<file path="src/rtl/msd_pkg.sv">
// ----------------------------------------------------------------------------
// msd_pkg
// Shared codes and types of the multi-input shift debouncer.
// ----------------------------------------------------------------------------
package msd_pkg;

  localparam int unsigned OpW = 3;

  localparam logic [OpW-1:0] OP_TICK  = 3'd0;
  localparam logic [OpW-1:0] OP_LEVEL = 3'd1;
  localparam logic [OpW-1:0] OP_RISE  = 3'd2;
  localparam logic [OpW-1:0] OP_FALL  = 3'd3;
  localparam logic [OpW-1:0] OP_CLEAR = 3'd4;

  localparam int unsigned PinW  = 32;
  localparam int unsigned ChanW = 8;

  typedef struct packed {
    logic tick;
    logic pin;
    logic clr_rise;
    logic clr_fall;
  } lane_ctrl_t;

  typedef struct packed {
    logic level;
    logic rise;
    logic fall;
  } lane_stat_t;

endpackage

</file>
<file path="src/rtl/multi_input_shift_debouncer.sv">
// ----------------------------------------------------------------------------
// multi_input_shift_debouncer
// Shift-register debouncer over a bank of pins with sticky edge flags.
// ----------------------------------------------------------------------------
// Takes one beat per cycle while s_axis_tready_o is high; each result is registered.
// Every channel is its own lane, so a tick updates all histories in the cycle
// it is accepted and a query reads (and clears) one lane in that same cycle.
// A two-entry output buffer parts the two sides: s_axis_tready_o drops only
// while two results wait to be taken. Operation travels in tuser.
// ----------------------------------------------------------------------------
module multi_input_shift_debouncer #(
  parameter int unsigned CHANNELS     = 32,
  parameter int unsigned HISTORY_BITS = 16
) (
  input  logic        clk_i,
  input  logic        rst_ni,
  input  logic        s_axis_tvalid_i,
  output logic        s_axis_tready_o,
  input  logic [39:0] s_axis_tdata_i,  // [31:0] pin_levels, [39:32] channel
  input  logic [2:0]  s_axis_tuser_i,  // [2:0] operation
  output logic        m_axis_tvalid_o,
  input  logic        m_axis_tready_i,
  output logic [7:0]  m_axis_tdata_o   // [0] value, [7:1] zero
);

  logic [msd_pkg::OpW-1:0]   op;
  logic [msd_pkg::PinW-1:0]  pins;
  logic [msd_pkg::ChanW-1:0] channel;
  logic                      acc, take, value;

  msd_pkg::lane_ctrl_t ctrl [CHANNELS];
  msd_pkg::lane_stat_t stat [CHANNELS];

  logic out_vld_q, out_vld_d, skid_vld_q, skid_vld_d;
  logic out_q, out_d, skid_q, skid_d;

  assign op      = s_axis_tuser_i;
  assign pins    = s_axis_tdata_i[31:0];
  assign channel = s_axis_tdata_i[39:32];
  assign acc     = s_axis_tvalid_i && s_axis_tready_o;
  assign take    = out_vld_q && m_axis_tready_i;

  for (genvar i = 0; i < CHANNELS; i++) begin : g_lane
    logic hit;
    assign hit = acc && (channel == msd_pkg::ChanW'(i));
    assign ctrl[i] = '{
      tick:     acc && (op == msd_pkg::OP_TICK),
      pin:      pins[i],
      clr_rise: hit && (op == msd_pkg::OP_RISE || op == msd_pkg::OP_CLEAR),
      clr_fall: hit && (op == msd_pkg::OP_FALL || op == msd_pkg::OP_CLEAR)
    };
    msd_lane #(.HISTORY_BITS(HISTORY_BITS)) u_lane (
      .clk_i  (clk_i),
      .rst_ni (rst_ni),
      .ctrl_i (ctrl[i]),
      .stat_o (stat[i])
    );
  end

  msd_merge #(.CHANNELS(CHANNELS)) u_merge (
    .op_i      (op),
    .channel_i (channel),
    .stat_i    (stat),
    .value_o   (value)
  );

  always_comb begin
    out_vld_d  = out_vld_q;
    skid_vld_d = skid_vld_q;
    out_d      = out_q;
    skid_d     = skid_q;
    if (skid_vld_q) begin
      if (take) begin
        out_d      = skid_q;
        skid_vld_d = 1'b0;
      end
    end else if (acc) begin
      if (!out_vld_q || take) begin
        out_d     = value;
        out_vld_d = 1'b1;
      end else begin
        skid_d     = value;
        skid_vld_d = 1'b1;
      end
    end else if (take) begin
      out_vld_d = 1'b0;
    end
  end

  always_ff @(posedge clk_i or negedge rst_ni) begin
    if (!rst_ni) begin
      out_vld_q  <= 1'b0;
      skid_vld_q <= 1'b0;
    end else begin
      out_vld_q  <= out_vld_d;
      skid_vld_q <= skid_vld_d;
    end
  end

  always_ff @(posedge clk_i) begin
    out_q  <= out_d;
    skid_q <= skid_d;
  end

  assign s_axis_tready_o = !skid_vld_q;
  assign m_axis_tvalid_o = out_vld_q;
  assign m_axis_tdata_o  = {7'b0, out_q};

endmodule

</file>
<file path="src/rtl/msd_lane.sv">
// ----------------------------------------------------------------------------
// msd_lane
// One debounce channel: sample history, debounced level, sticky edge flags.
// ----------------------------------------------------------------------------
module msd_lane #(
  parameter int unsigned HISTORY_BITS = 16
) (
  input  logic                clk_i,
  input  logic                rst_ni,
  input  msd_pkg::lane_ctrl_t ctrl_i,
  output msd_pkg::lane_stat_t stat_o
);

  localparam logic [HISTORY_BITS-1:0] PatOff = {1'b1, {(HISTORY_BITS-1){1'b0}}};
  localparam logic [HISTORY_BITS-1:0] PatOn  = {1'b0, {(HISTORY_BITS-1){1'b1}}};

  logic [HISTORY_BITS-1:0] hist_q, hist_d;
  logic                    level_q, level_d;
  logic                    rise_q, rise_d;
  logic                    fall_q, fall_d;

  always_comb begin
    hist_d  = hist_q;
    level_d = level_q;
    rise_d  = rise_q;
    fall_d  = fall_q;
    if (ctrl_i.tick) begin
      hist_d = {hist_q[HISTORY_BITS-2:0], ctrl_i.pin};
      if (hist_d == PatOff) begin
        level_d = 1'b0;
        fall_d  = 1'b1;
      end else if (hist_d == PatOn) begin
        level_d = 1'b1;
        rise_d  = 1'b1;
      end
    end
    if (ctrl_i.clr_rise) rise_d = 1'b0;
    if (ctrl_i.clr_fall) fall_d = 1'b0;
  end

  always_ff @(posedge clk_i or negedge rst_ni) begin
    if (!rst_ni) begin
      hist_q  <= '0;
      level_q <= 1'b0;
      rise_q  <= 1'b0;
      fall_q  <= 1'b0;
    end else begin
      hist_q  <= hist_d;
      level_q <= level_d;
      rise_q  <= rise_d;
      fall_q  <= fall_d;
    end
  end

  assign stat_o = '{level: level_q, rise: rise_q, fall: fall_q};

endmodule

</file>
<file path="src/rtl/msd_merge.sv">
// ----------------------------------------------------------------------------
// msd_merge
// Select the queried channel's level or flag from the lane bank.
// ----------------------------------------------------------------------------
module msd_merge #(
  parameter int unsigned CHANNELS = 32
) (
  input  logic [msd_pkg::OpW-1:0]   op_i,
  input  logic [msd_pkg::ChanW-1:0] channel_i,
  input  msd_pkg::lane_stat_t       stat_i [CHANNELS],
  output logic                      value_o
);

  msd_pkg::lane_stat_t sel;

  always_comb begin
    sel = '0;
    for (int i = 0; i < CHANNELS; i++) begin
      if (channel_i == msd_pkg::ChanW'(i)) sel = sel | stat_i[i];
    end
  end

  always_comb begin
    unique case (op_i)
      msd_pkg::OP_LEVEL: value_o = sel.level;
      msd_pkg::OP_RISE:  value_o = sel.rise;
      msd_pkg::OP_FALL:  value_o = sel.fall;
      default:           value_o = 1'b0;
    endcase
  end

endmodule

</file>
<file path="config.mk">
export PLATFORM = sky130hd
export DESIGN_NAME = multi_input_shift_debouncer
export DESIGN_NICKNAME = d
export VERILOG_FILES = /design/src/rtl/msd_pkg.sv /design/src/rtl/multi_input_shift_debouncer.sv /design/src/rtl/msd_lane.sv /design/src/rtl/msd_merge.sv
export SDC_FILE = /design/constraint.sdc
export NUM_CORES = 1
export LEC_CHECK = 0
export BUFFER_PORTS_ARGS = -buffer_cell sky130_fd_sc_hd__buf_4
export CORE_UTILIZATION = 47
export CTS_BUF_LIST = sky130_fd_sc_hd__clkbuf_2 sky130_fd_sc_hd__clkbuf_4 sky130_fd_sc_hd__clkbuf_8
export CTS_CLUSTER_DIAMETER = 60
export DETAILED_ROUTE_END_ITERATION = 6
export PLACE_DENSITY = 0.64
export SYNTH_ARGS = -nofsm -noshare
export SYNTH_HDL_FRONTEND = slang
export SYNTH_HIERARCHICAL = 1
export SYNTH_SLANG_ARGS = --single-unit
</file>
<file path="constraint.sdc">
create_clock -name clk_i -period 3.3 [get_ports clk_i]
set_input_delay 0.165 -clock clk_i [delete_from_list [all_inputs] [get_ports clk_i]]
set_output_delay 0.165 -clock clk_i [all_outputs]
set_load 0.01 [all_outputs]
</file>
==> results of run 1 <==
[power groups by stage]
stage | sequential, uW | clock, uW | combinational, uW
4_1_cts | 10000 | 6960 | 2900
6_report | 10000 | 6730 | 2860
3_3_place_gp | 10100 | 0 | 2750
3_5_place_dp | 10100 | 0 | 2850
2_1_floorplan | 9740 | 0 | 2320
5_1_grt | 10300 | 7300 | 3180
[timing repair]
action                    CTS  global route
resized for setup           0             0
hold buffers               38             0
hold endpoints to repair  235             0
[per-stage QoR]
| step | instances | setup WS (ns) | util (%) | hold slack (ns) |
|---|---|---|---|---|
| 5_1_grt | 3026 | 0.405 | 52.8 | 0.0875 |
| 2_1_floorplan | 2164 | 0.548 | - | -0.131 |
| 6_report | 3026 | 0.625 | 52.8 | 0.119 |
| 3_5_place_dp | 2813 | 0.448 | 48.4 | 0.255 |
| 4_1_cts | 3025 | 0.659 | 52.8 | 0.0358 |
| 3_3_place_gp | 2813 | 0.442 | 48.4 | 0.247 |
[registers in the layout (all words and copies together), names as in the netlist]
name and cells:
m_axis_tvalid_o 1, g_lane.u_lane/fall_q 32, g_lane.u_lane/hist_q 480, g_lane.u_lane/level_q 32
g_lane.u_lane/rise_q 32, skid_q 1, skid_vld_q 1, out_q 1
[metal layers]
metal	up-vias	routed length (um)	share of wire [%]
met1	8465	25400	46
li1	7904	-	-
met5	-	12	0.022
met4	2	1600	2.9
met2	362	25700	46
met3	115	2580	4.7
[Yosys cell counts, types with 6 or more instances]
library cell / count
nor4_1: 37
nor2b_1: 10
buf_2: 80
a31oi_1: 66
o21ba_1: 32
mux2i_1: 14
nand4_1: 133
nand3_1: 22
buf_4: 111
nand3b_1: 8
nor4b_1: 33
dfrtp_1: 578
inv_1: 37
nor2_1: 262
nand2_1: 83
or4_4: 32
nand2b_1: 6
o21ai_0: 40
a21oi_1: 13
nor4_4: 32
mux2_2: 452
[cell type report]
cell class                 count  area, um^2
clock buffer                 160        2010
inverter                      37         139
tap                          756         946
multi-input combinational   1352       10900
clock inverter                14         101
fill                        4798       26600
sequential                   580       14500
antenna                        1        2.50
timing repair buffer         126        1140
[worst max path at each step]
stage                                 start                   endpoint  slack [ns]
floorplan                        skid_vld_q    g_lane[0].u_lane/fall_q        0.55
finish              g_lane[1].u_lane/fall_q                      out_q        0.63
CTS                 g_lane[1].u_lane/fall_q                      out_q        0.66
detailed placement       s_axis_tdata_i[33]                      out_q        0.45
global placement         s_axis_tdata_i[32]                      out_q        0.44
global route                     skid_vld_q  g_lane[26].u_lane/level_q        0.40
[cells by family (layout without fill, tap and decap cells)]
logic type / Yosys count / after routing
compound gates: 188 / 188
xor+xnor: 1 / 1
buf+inv: 232 / 337
mux: 468 / 468
other cells: 1 / 8
flops: 580 / 580
simple gates: 688 / 688
==> flow_metrics.py, run 1 <==
metrics = {
    "timing": {
        "clock_skew_ns": 0.0175,
        "maxSlewHeadroom_pct": 43.1,
        "final_hold_viol_count": 0,
        "worst_pin_slew_ns": 0.833,
        "setup_tns_ns": 0,
        "rsz0062_at_grt": "no",
        "slew_viol_final": 0,
        "fin_crit_sh_pct": 81.1,
        "fmaxAchievable_mhz": 374,
        "period_minus_slack_ns": 2.67,
        "setup_violations": 0,
    },
    "drt": {
        "drc_errors": 0,
        "num_vias": 16800,
        "drt_iter0_drc": 1255,
        "ant_nets": 0,
        "wirelength_um": 55300,
        "routedWlPerCell_um": 18.3,
        "drt_first_pass_iters": 5,
        "vias_per_cell": 5.57,
    },
    "yosys": {
        "synth_cell_types": 65,
        "muxShareOfSynthArea_pct": 19.7,
        "syn_area_um2": 26700,
        "yosysWarnings": 6,
        "synth_edf_count": 2,
        "synth-simple-area-share_pct": 15.8,
        "seq_area_frac_synth_pct": 54.3,
        "async_flop_share_pct": 99.7,
        "synth_ff_type": "dfrtp_1",
        "synth_top_family_by_area": "multiplexers",
        "synth_cells": 2158,
        "synth_area_leaders": "dfrtp_1 (54%), mux2_2 (19%), nor2_1 (3.7%)",
        "synth-seq-cells": 580,
        "synthAdderAreaFrac_pct": 0,
        "syn_area_per_cell_um2": 12.4,
        "synth_compound_area_share_pct": 4.89,
        "synth_top_area_cell": "dfrtp_1",
        "synth_top_area_share_pct": 54.1,
        "synthXorXnorAreaFrac_pct": 0.0328,
    },
    "worst_setup_path": {
        "crit_required_ns": 3.73,
        "crit_chain": "mux2_2 -> a21oi_1 -> o211a_1 -> o221ai_1 -> a2111oi_0 -> o32ai_2 -> mux2_2",
        "cp_max_fo": 2,
        "critPathCaptureType": "flip-flop",
        "crit_buf_inv": 0,
        "worstSetupPathType": "reg -> reg",
        "r2r_end": "out_q",
        "cpPeakStageDelay_ns": 0.79,
        "r2r-start": "g_lane[1].u_lane/fall_q",
        "r2r_setup_slack_ns": 0.63,
        "crit_top_cell": "mux2_2",
        "crit_cells": 7,
        "ff2ff_path_depth": 7,
        "cp-start-kind": "flip-flop",
        "critPathTopFamily": "compound AO/OA/AOI/OAI gates",
        "cp_slowest_cell": "a2111oi_0",
        "cp.arrival_ns": 3.10,
    },
    "pwr": {
        "p_int_uw": 14200,
        "switchingPower_uw": 5410,
        "vdd_ir_drop_max_v": 0.000384,
        "combPwrFrac_pct": 14.6,
        "p_seq_share_pct": 51.2,
        "power.density_nw_per_um2": 661,
        "p_clk_share_pct": 34.3,
        "swShare_pct": 27.6,
        "p_leak_uw": 0.0133,
        "power_uw": 19600,
    },
    "clocking": {
        "cts_max_level": 3,
        "clk_pin_slew_ns": 0.07,
        "cts_setup_buffers": 0,
        "cts_max_path_buffers": 3,
        "cts_sinks": 580,
        "cts_tree": "done",
        "cts-buffers-inserted": 96,
        "cts_root_buf": "clkbuf_8",
        "clk_latency_ns": 0.68,
    },
    "global_route": {
        "antenna_found_initial": 2,
        "grt_use_total_pct": 20.0,
        "grt_pass1_vias": 17200,
        "grt-ovfl-total": 0,
        "use_met1_pct": 27.5,
        "grtUsageMet3_pct": 4.16,
        "grt_max_degree": 94,
        "gr-usage-met2_pct": 31.0,
        "grt_pass1_wl_um": 91700,
        "busiest_layer": "met2",
    },
    "outcome": {
        "outcome": "finished, final reports clean",
    },
    "placed_design": {
        "io_buffers": 49,
        "placed_cell_area_um2": 27200,
        "gp_congestion": 0.901,
        "hpwlAfterDp_um": 37900,
    },
    "layout": {
        "mostFrequentLayoutCell": "dfrtp_1",
        "final_cell_area_um2": 29700,
        "fin_nets": 2240,
        "drive_above_1_share_pct": 34.9,
        "syn_to_final_growth_pct": 11.2,
        "mostFrequentLayoutCells": "dfrtp_1 (578), mux2_2 (452), nor2_1 (262)",
    },
    "job": {
        "max_cap_violations": 0,
    },
    "floorplan": {
        "rows": 87,
        "fp.dieH_um": 240,
        "die_w_um": 240,
        "ios": 57,
        "dieArea_um2": 57800,
        "start_util_pct": 47.5,
        "coreArea_um2": 56300,
    },
    "worst_hold_path": {
        "min_path_type": "in -> async",
    },
}
No activity file was read; power rests on OpenSTA's default activity.
==> run 2: changes to the inputs <==
PLACE_DENSITY = 0.62   (was 0.64)
clock period = 2.7 ns   (was 3.3 ns; I/O delays follow)
==> flow_metrics.py, run 2 (synthesized netlist as in run 1, its figures left out) <==
metrics = {
    "pwr": {
        "p_leak_uw": 0.0135,
        "power_uw": 24200,
        "p_int_uw": 17500,
        "swShare_pct": 27.7,
        "p_clk_share_pct": 34.5,
        "combPwrFrac_pct": 14.8,
        "power.density_nw_per_um2": 804,
        "p_seq_share_pct": 50.6,
        "vdd_ir_drop_max_v": 0.000478,
        "switchingPower_uw": 6710,
    },
    "placed_design": {
        "io_buffers": 49,
        "gp_congestion": 0.876,
        "post-place-cells": 2843,
        "hpwlAfterDp_um": 40200,
        "placed_cell_area_um2": 27500,
        "post-place-ws_ns": -0.0487,
    },
    "layout": {
        "drive_above_1_share_pct": 35.8,
        "fin_nets": 2278,
        "mostFrequentLayoutCells": "dfrtp_1 (578), mux2_2 (452), nor2_1 (262)",
        "syn_to_final_growth_pct": 12.7,
        "instances_no_fill": 3065,
        "largest_register_ffs": 480,
        "mostFrequentLayoutCell": "dfrtp_1",
        "nFillCells": 4827,
        "regMostFlops": "g_lane.u_lane/hist_q",
        "postLayoutCoreUtil_pct": 53.5,
        "final_cell_area_um2": 30100,
    },
    "clocking": {
        "cts_max_level": 3,
        "cts_tree": "done",
        "cts_root_buf": "clkbuf_8",
        "cts_max_path_buffers": 3,
        "clk_latency_ns": 0.69,
        "cts_sinks": 580,
        "clk_pin_slew_ns": 0.06,
        "cts-buffers-inserted": 98,
    },
    "worst_setup_path": {
        "cp.arrival_ns": 2.92,
        "r2r_end": "out_q",
        "crit_required_ns": 3.14,
        "critPathCaptureType": "flip-flop",
        "cp_max_fo": 23,
        "cp-start-kind": "input port",
        "critPathTopFamily": "compound AO/OA/AOI/OAI gates",
        "ff2ff_path_depth": 8,
        "worstSetupPathType": "in -> reg",
        "crit_chain": "dlygate4sd3_1 -> buf_4 -> mux2_2 -> a21oi_1 -> o211a_1 -> o221ai_1 -> a2111oi_2 -> buf_4 -> o32ai_2 -> mux2_2",
        "cpPeakStageDelay_ns": 0.55,
        "r2r_setup_slack_ns": 0.22,
        "r2r-start": "g_lane[3].u_lane/fall_q",
        "crit_buf_inv": 3,
        "cp_slowest_cell": "dlygate4sd3_1",
    },
    "timing": {
        "fmaxAchievable_mhz": 403,
        "final_hold_viol_count": 0,
        "fin_crit_sh_pct": 91.8,
        "clock_skew_ns": 0.0241,
        "setup_ws_ns": 0.221,
        "slew_viol_final": 0,
        "period_minus_slack_ns": 2.48,
        "maxSlewHeadroom_pct": 52.8,
        "rsz0062_at_grt": "no",
        "setup_violations": 0,
        "worst_pin_slew_ns": 0.702,
    },
    "global_route": {
        "grt_use_total_pct": 20.3,
        "grt_pass1_wl_um": 92500,
        "grt_max_degree": 86,
        "grt_pass1_vias": 17100,
        "grt-ovfl-total": 0,
        "antenna_found_initial": 3,
    },
    "floorplan": {
        "fp.dieH_um": 240,
        "ios": 57,
        "start_util_pct": 47.5,
        "rows": 87,
        "die_w_um": 240,
        "coreArea_um2": 56300,
        "dieArea_um2": 57800,
    },
    "outcome": {
        "outcome": "finished, final reports clean",
    },
    "drt": {
        "num_vias": 17000,
        "ant_nets": 0,
        "drc_errors": 0,
        "vias_per_cell": 5.55,
        "routedWlPerCell_um": 18.7,
        "drt_first_pass_iters": 7,
        "wirelength_um": 57300,
        "drt_iter0_drc": 1063,
    },
    "worst_hold_path": {
        "min_path_type": "in -> async",
    },
    "job": {
        "max_cap_violations": 0,
    },
}
run 2: cell count changes in the layout (fill, tap and decap cells not counted), sizes merged, moves of 2 or more:
cell         before  now
buf              88  118
dlygate4sd3      38   44
clkbuf          160  156
clkinvlp          1    4
bufinv            1    3
run 2: through the flow:
stage / TNS [ns] / hold slack, ns
2_1_floorplan: 0 / -0.161
3_3_place_gp: 0 / 0.186
3_5_place_dp: -0.0487 / 0.195
4_1_cts: 0 / 0.000342
5_1_grt: 0 / 0.0531
6_report: 0 / 0.0569
run 2: worst register-to-register path, stage by stage, from the launching register on:
cell	delay (ns)
dfrtp_1	0.38
mux2_2	0.26
a21oi_1	0.21
o211a_1	0.19
o221ai_1	0.19
a2111oi_2	0.47
buf_4	0.18
o32ai_2	0.09
mux2_2	0.27
run 2: area by class of cell:
cell class / instances / area (um^2) / share of cell area, %
flip-flops and latches: 580 / 14500 / 48.2
multi-input cells: 1352 / 10900 / 36.1
clock buffers: 156 / 1950 / 6.46
repair buffers: 162 / 1500 / 4.97
well taps: 756 / 946 / 3.14
clock inverters: 21 / 200 / 0.665
inverters: 37 / 139 / 0.461
diodes: 1 / 2.50 / 0.00831
run 2: how the worst max path moves through the flow:
stage / startpoint / endpoint / slack, ns / cells after the start
global route: g_lane[11].u_lane/rise_q / out_q / 0.08 / 7
detailed placement: s_axis_tdata_i[33] / out_q / -0.05 / 9
CTS: g_lane[11].u_lane/rise_q / out_q / 0.03 / 7
global placement: g_lane[11].u_lane/rise_q / out_q / 0.009 / 7
finish: s_axis_tdata_i[33] / out_q / 0.22 / 10
floorplan: skid_vld_q / g_lane[0].u_lane/fall_q / 0.34 / 8
run 2: power groups by stage:
stage | logic [uW] | clock network, uW | registers (uW)
after floorplan | 2830 | 0 | 11900
after global routing | 3970 | 9040 | 12600
after detailed placement | 3570 | 0 | 12400
after CTS | 3650 | 8640 | 12200
after global placement | 3450 | 0 | 12300
final | 3590 | 8360 | 12300
run 2: what timing repair did:
action / 4_1_cts / 5_1_grt
hold buffers: 44 / 0
setup endpoints to repair: 0 / 1
gates resized for setup: 0 / 4
buffers inserted: 0 / 0
hold endpoints to repair: 554 / 0
run 2: layer usage:
layer / vias up / wire length [um] / track usage [%]
met1: 8616 / 26400 / 27.9
met2: 321 / 27100 / 32.1
met4: 4 / 1180 / 6.14
li1: 7987 / - / -
met5: - / 23 / 0
met3: 90 / 2620 / 4.44
==> run 3: changes to the inputs <==
CORE_UTILIZATION = 40   (was 47)
PLACE_DENSITY = 0.54   (was 0.62)
SETUP_SLACK_MARGIN = 0.5   (was unset)
==> flow_metrics.py, run 3 (synthesized netlist as in run 1, its figures left out) <==
metrics = {
    "outcome": {
        "outcome": "finished, violations left",
        "failed_checks": "DRC",
    },
    "layout": {
        "instances_no_fill": 3263,
        "syn_to_final_growth_pct": 20.4,
        "mostFrequentLayoutCell": "dfrtp_1",
        "largest_register_ffs": 480,
        "drive_above_1_share_pct": 40.9,
        "regMostFlops": "g_lane.u_lane/hist_q",
        "mostFrequentLayoutCells": "dfrtp_1 (577), mux2_2 (451), nor2_1 (241)",
        "final_cell_area_um2": 32200,
        "fin_nets": 2371,
        "postLayoutCoreUtil_pct": 48.8,
        "nFillCells": 5863,
    },
    "clocking": {
        "cts_tree": "done",
        "cts_root_buf": "clkbuf_8",
        "cts-buffers-inserted": 99,
        "cts_sinks": 580,
        "clk_pin_slew_ns": 0.06,
        "cts_max_path_buffers": 3,
        "clk_latency_ns": 0.70,
        "cts_max_level": 3,
    },
    "timing": {
        "fin_crit_sh_pct": 89.8,
        "worst_pin_slew_ns": 0.730,
        "period_minus_slack_ns": 2.43,
        "maxSlewHeadroom_pct": 51.0,
        "slew_viol_final": 0,
        "setup_violations": 0,
        "fmaxAchievable_mhz": 412,
        "final_hold_viol_count": 0,
        "clock_skew_ns": 0.0251,
        "rsz0062_at_grt": "yes",
    },
    "floorplan": {
        "start_util_pct": 40.5,
        "coreArea_um2": 66000,
        "fp.dieH_um": 261,
        "ios": 57,
        "die_w_um": 261,
        "rows": 94,
        "dieArea_um2": 67900,
    },
    "pwr": {
        "p_leak_uw": 0.0142,
        "power.density_nw_per_um2": 760,
        "vdd_ir_drop_max_v": 0.000441,
        "power_uw": 24500,
    },
    "global_route": {
        "grt_pass1_wl_um": 99200,
        "grt_pass1_vias": 17900,
        "grt_max_degree": 114,
        "antenna_found_initial": 2,
        "grt_use_total_pct": 18.5,
        "grt-ovfl-total": 0,
    },
    "placed_design": {
        "hpwlAfterDp_um": 41600,
        "io_buffers": 49,
        "post-place-cells": 2951,
        "placed_cell_area_um2": 27700,
        "gp_congestion": 0.902,
    },
    "worst_setup_path": {
        "cp-start-kind": "flip-flop",
        "r2r-start": "g_lane[14].u_lane/rise_q",
        "worstSetupPathType": "reg -> reg",
        "ff2ff_path_depth": 7,
        "cp.arrival_ns": 2.85,
        "r2r_end": "out_q",
        "crit_required_ns": 3.13,
        "critPathCaptureType": "flip-flop",
        "cp_max_fo": 2,
        "r2r_setup_slack_ns": 0.27,
        "endpoint": "out_q",
        "startpoint": "g_lane[14].u_lane/rise_q",
    },
    "job": {
        "max_cap_violations": 0,
    },
    "drt": {
        "drc_errors": 16,
        "vias_per_cell": 5.35,
        "routedWlPerCell_um": 19.3,
        "wirelength_um": 63100,
        "drt_iter0_drc": 1077,
        "num_vias": 17500,
        "drt_first_pass_iters": 7,
        "ant_nets": 0,
    },
    "worst_hold_path": {
        "min_path_type": "in -> reg",
    },
}
## run 3: cell types whose count changed in the layout (fill, tap and decap cells not counted), moves of 3 or more
cell and delta:
buf_8 +7, buf_16 +8, clkbuf_16 +13, nor4b_2 +3
buf_4 +37, nor2_4 +4, bufbuf_16 +3, nor2_2 +17
nand2_1 -3, nor4b_1 -32, buf_12 +11, buf_6 +13
nor2_1 -21, nor4b_4 +29
## run 3: report_power, final
part           internal [uW]  switching, uW  total, uW
Combinational           2330           1540       3880
Sequential             10500           1760      12300
Clock                   4730           3560       8290
## run 3: what timing repair did
item / 4_1_cts / 5_1_grt
buffers inserted: 13 / 60
pin swaps: 30 / 80
cloned: 5 / 13
setup endpoints to repair: 113 / 158
resized for setup: 50 / 101
hold buffers: 45 / 0
hold endpoints to repair: 698 / 0
## run 3: layer usage
| metal | vias up | part of all wire (%) | global-route usage, % |
|---|---|---|---|
| met4 | 2 | 2.3 | 5.69 |
| li1 | 8150 | - | - |
| met1 | 8907 | 48 | 25.6 |
| met2 | 283 | 47 | 29.3 |
| met3 | 125 | 3.5 | 3.37 |
| met5 | - | 0.017 | 0 |
## run 3: stage by stage
step	TNS, ns	hold slack, ns	setup WS [ns]
floorplan	0	-0.161	0.341
global placement	-0.00726	0.110	-0.00726
detailed placement	-0.00710	0.106	-0.00710
CTS	0	0.000904	0.313
global route	0	0.0640	0.234
finish	0	0.0598	0.275
## run 3: worst max-delay path, cell delays in order (launching register included)
cell and delay [ns]:
dfrtp_1 0.39, mux2i_1 0.21, nor4_1 0.07, or4_4 0.51, a2111oi_4 0.31, and4_1 0.26
o32ai_2 0.10, mux2_4 0.29
## run 3: area by class of cell
| class | count | area (um^2) | area share, % |
|---|---|---|---|
| Sequential cell | 580 | 14500 | 45.1 |
| Inverter | 37 | 139 | 0.431 |
| Timing Repair Buffer | 254 | 2890 | 8.97 |
| Tap cell | 864 | 1080 | 3.36 |
| Multi-Input combinational cell | 1352 | 11500 | 35.6 |
| Clock buffer | 156 | 1930 | 6.01 |
| Clock inverter | 19 | 166 | 0.517 |
| Antenna cell | 1 | 2.50 | 0.00777 |
## run 3: worst min-delay path by stage
stage,startpoint,depth (start not counted),slack [ns],endpoint
6_report,s_axis_tdata_i[36],5,0.06,g_lane[10].u_lane/rise_q
5_1_grt,rst_ni,3,0.06,g_lane[7].u_lane/hist_q[12]
4_1_cts,s_axis_tdata_i[36],5,0.0009,g_lane[10].u_lane/rise_q
3_5_place_dp,rst_ni,1,0.11,g_lane[23].u_lane/hist_q[5]
3_3_place_gp,rst_ni,1,0.11,g_lane[7].u_lane/hist_q[4]
2_1_floorplan,rst_ni,0,-0.16,g_lane[0].u_lane/fall_q
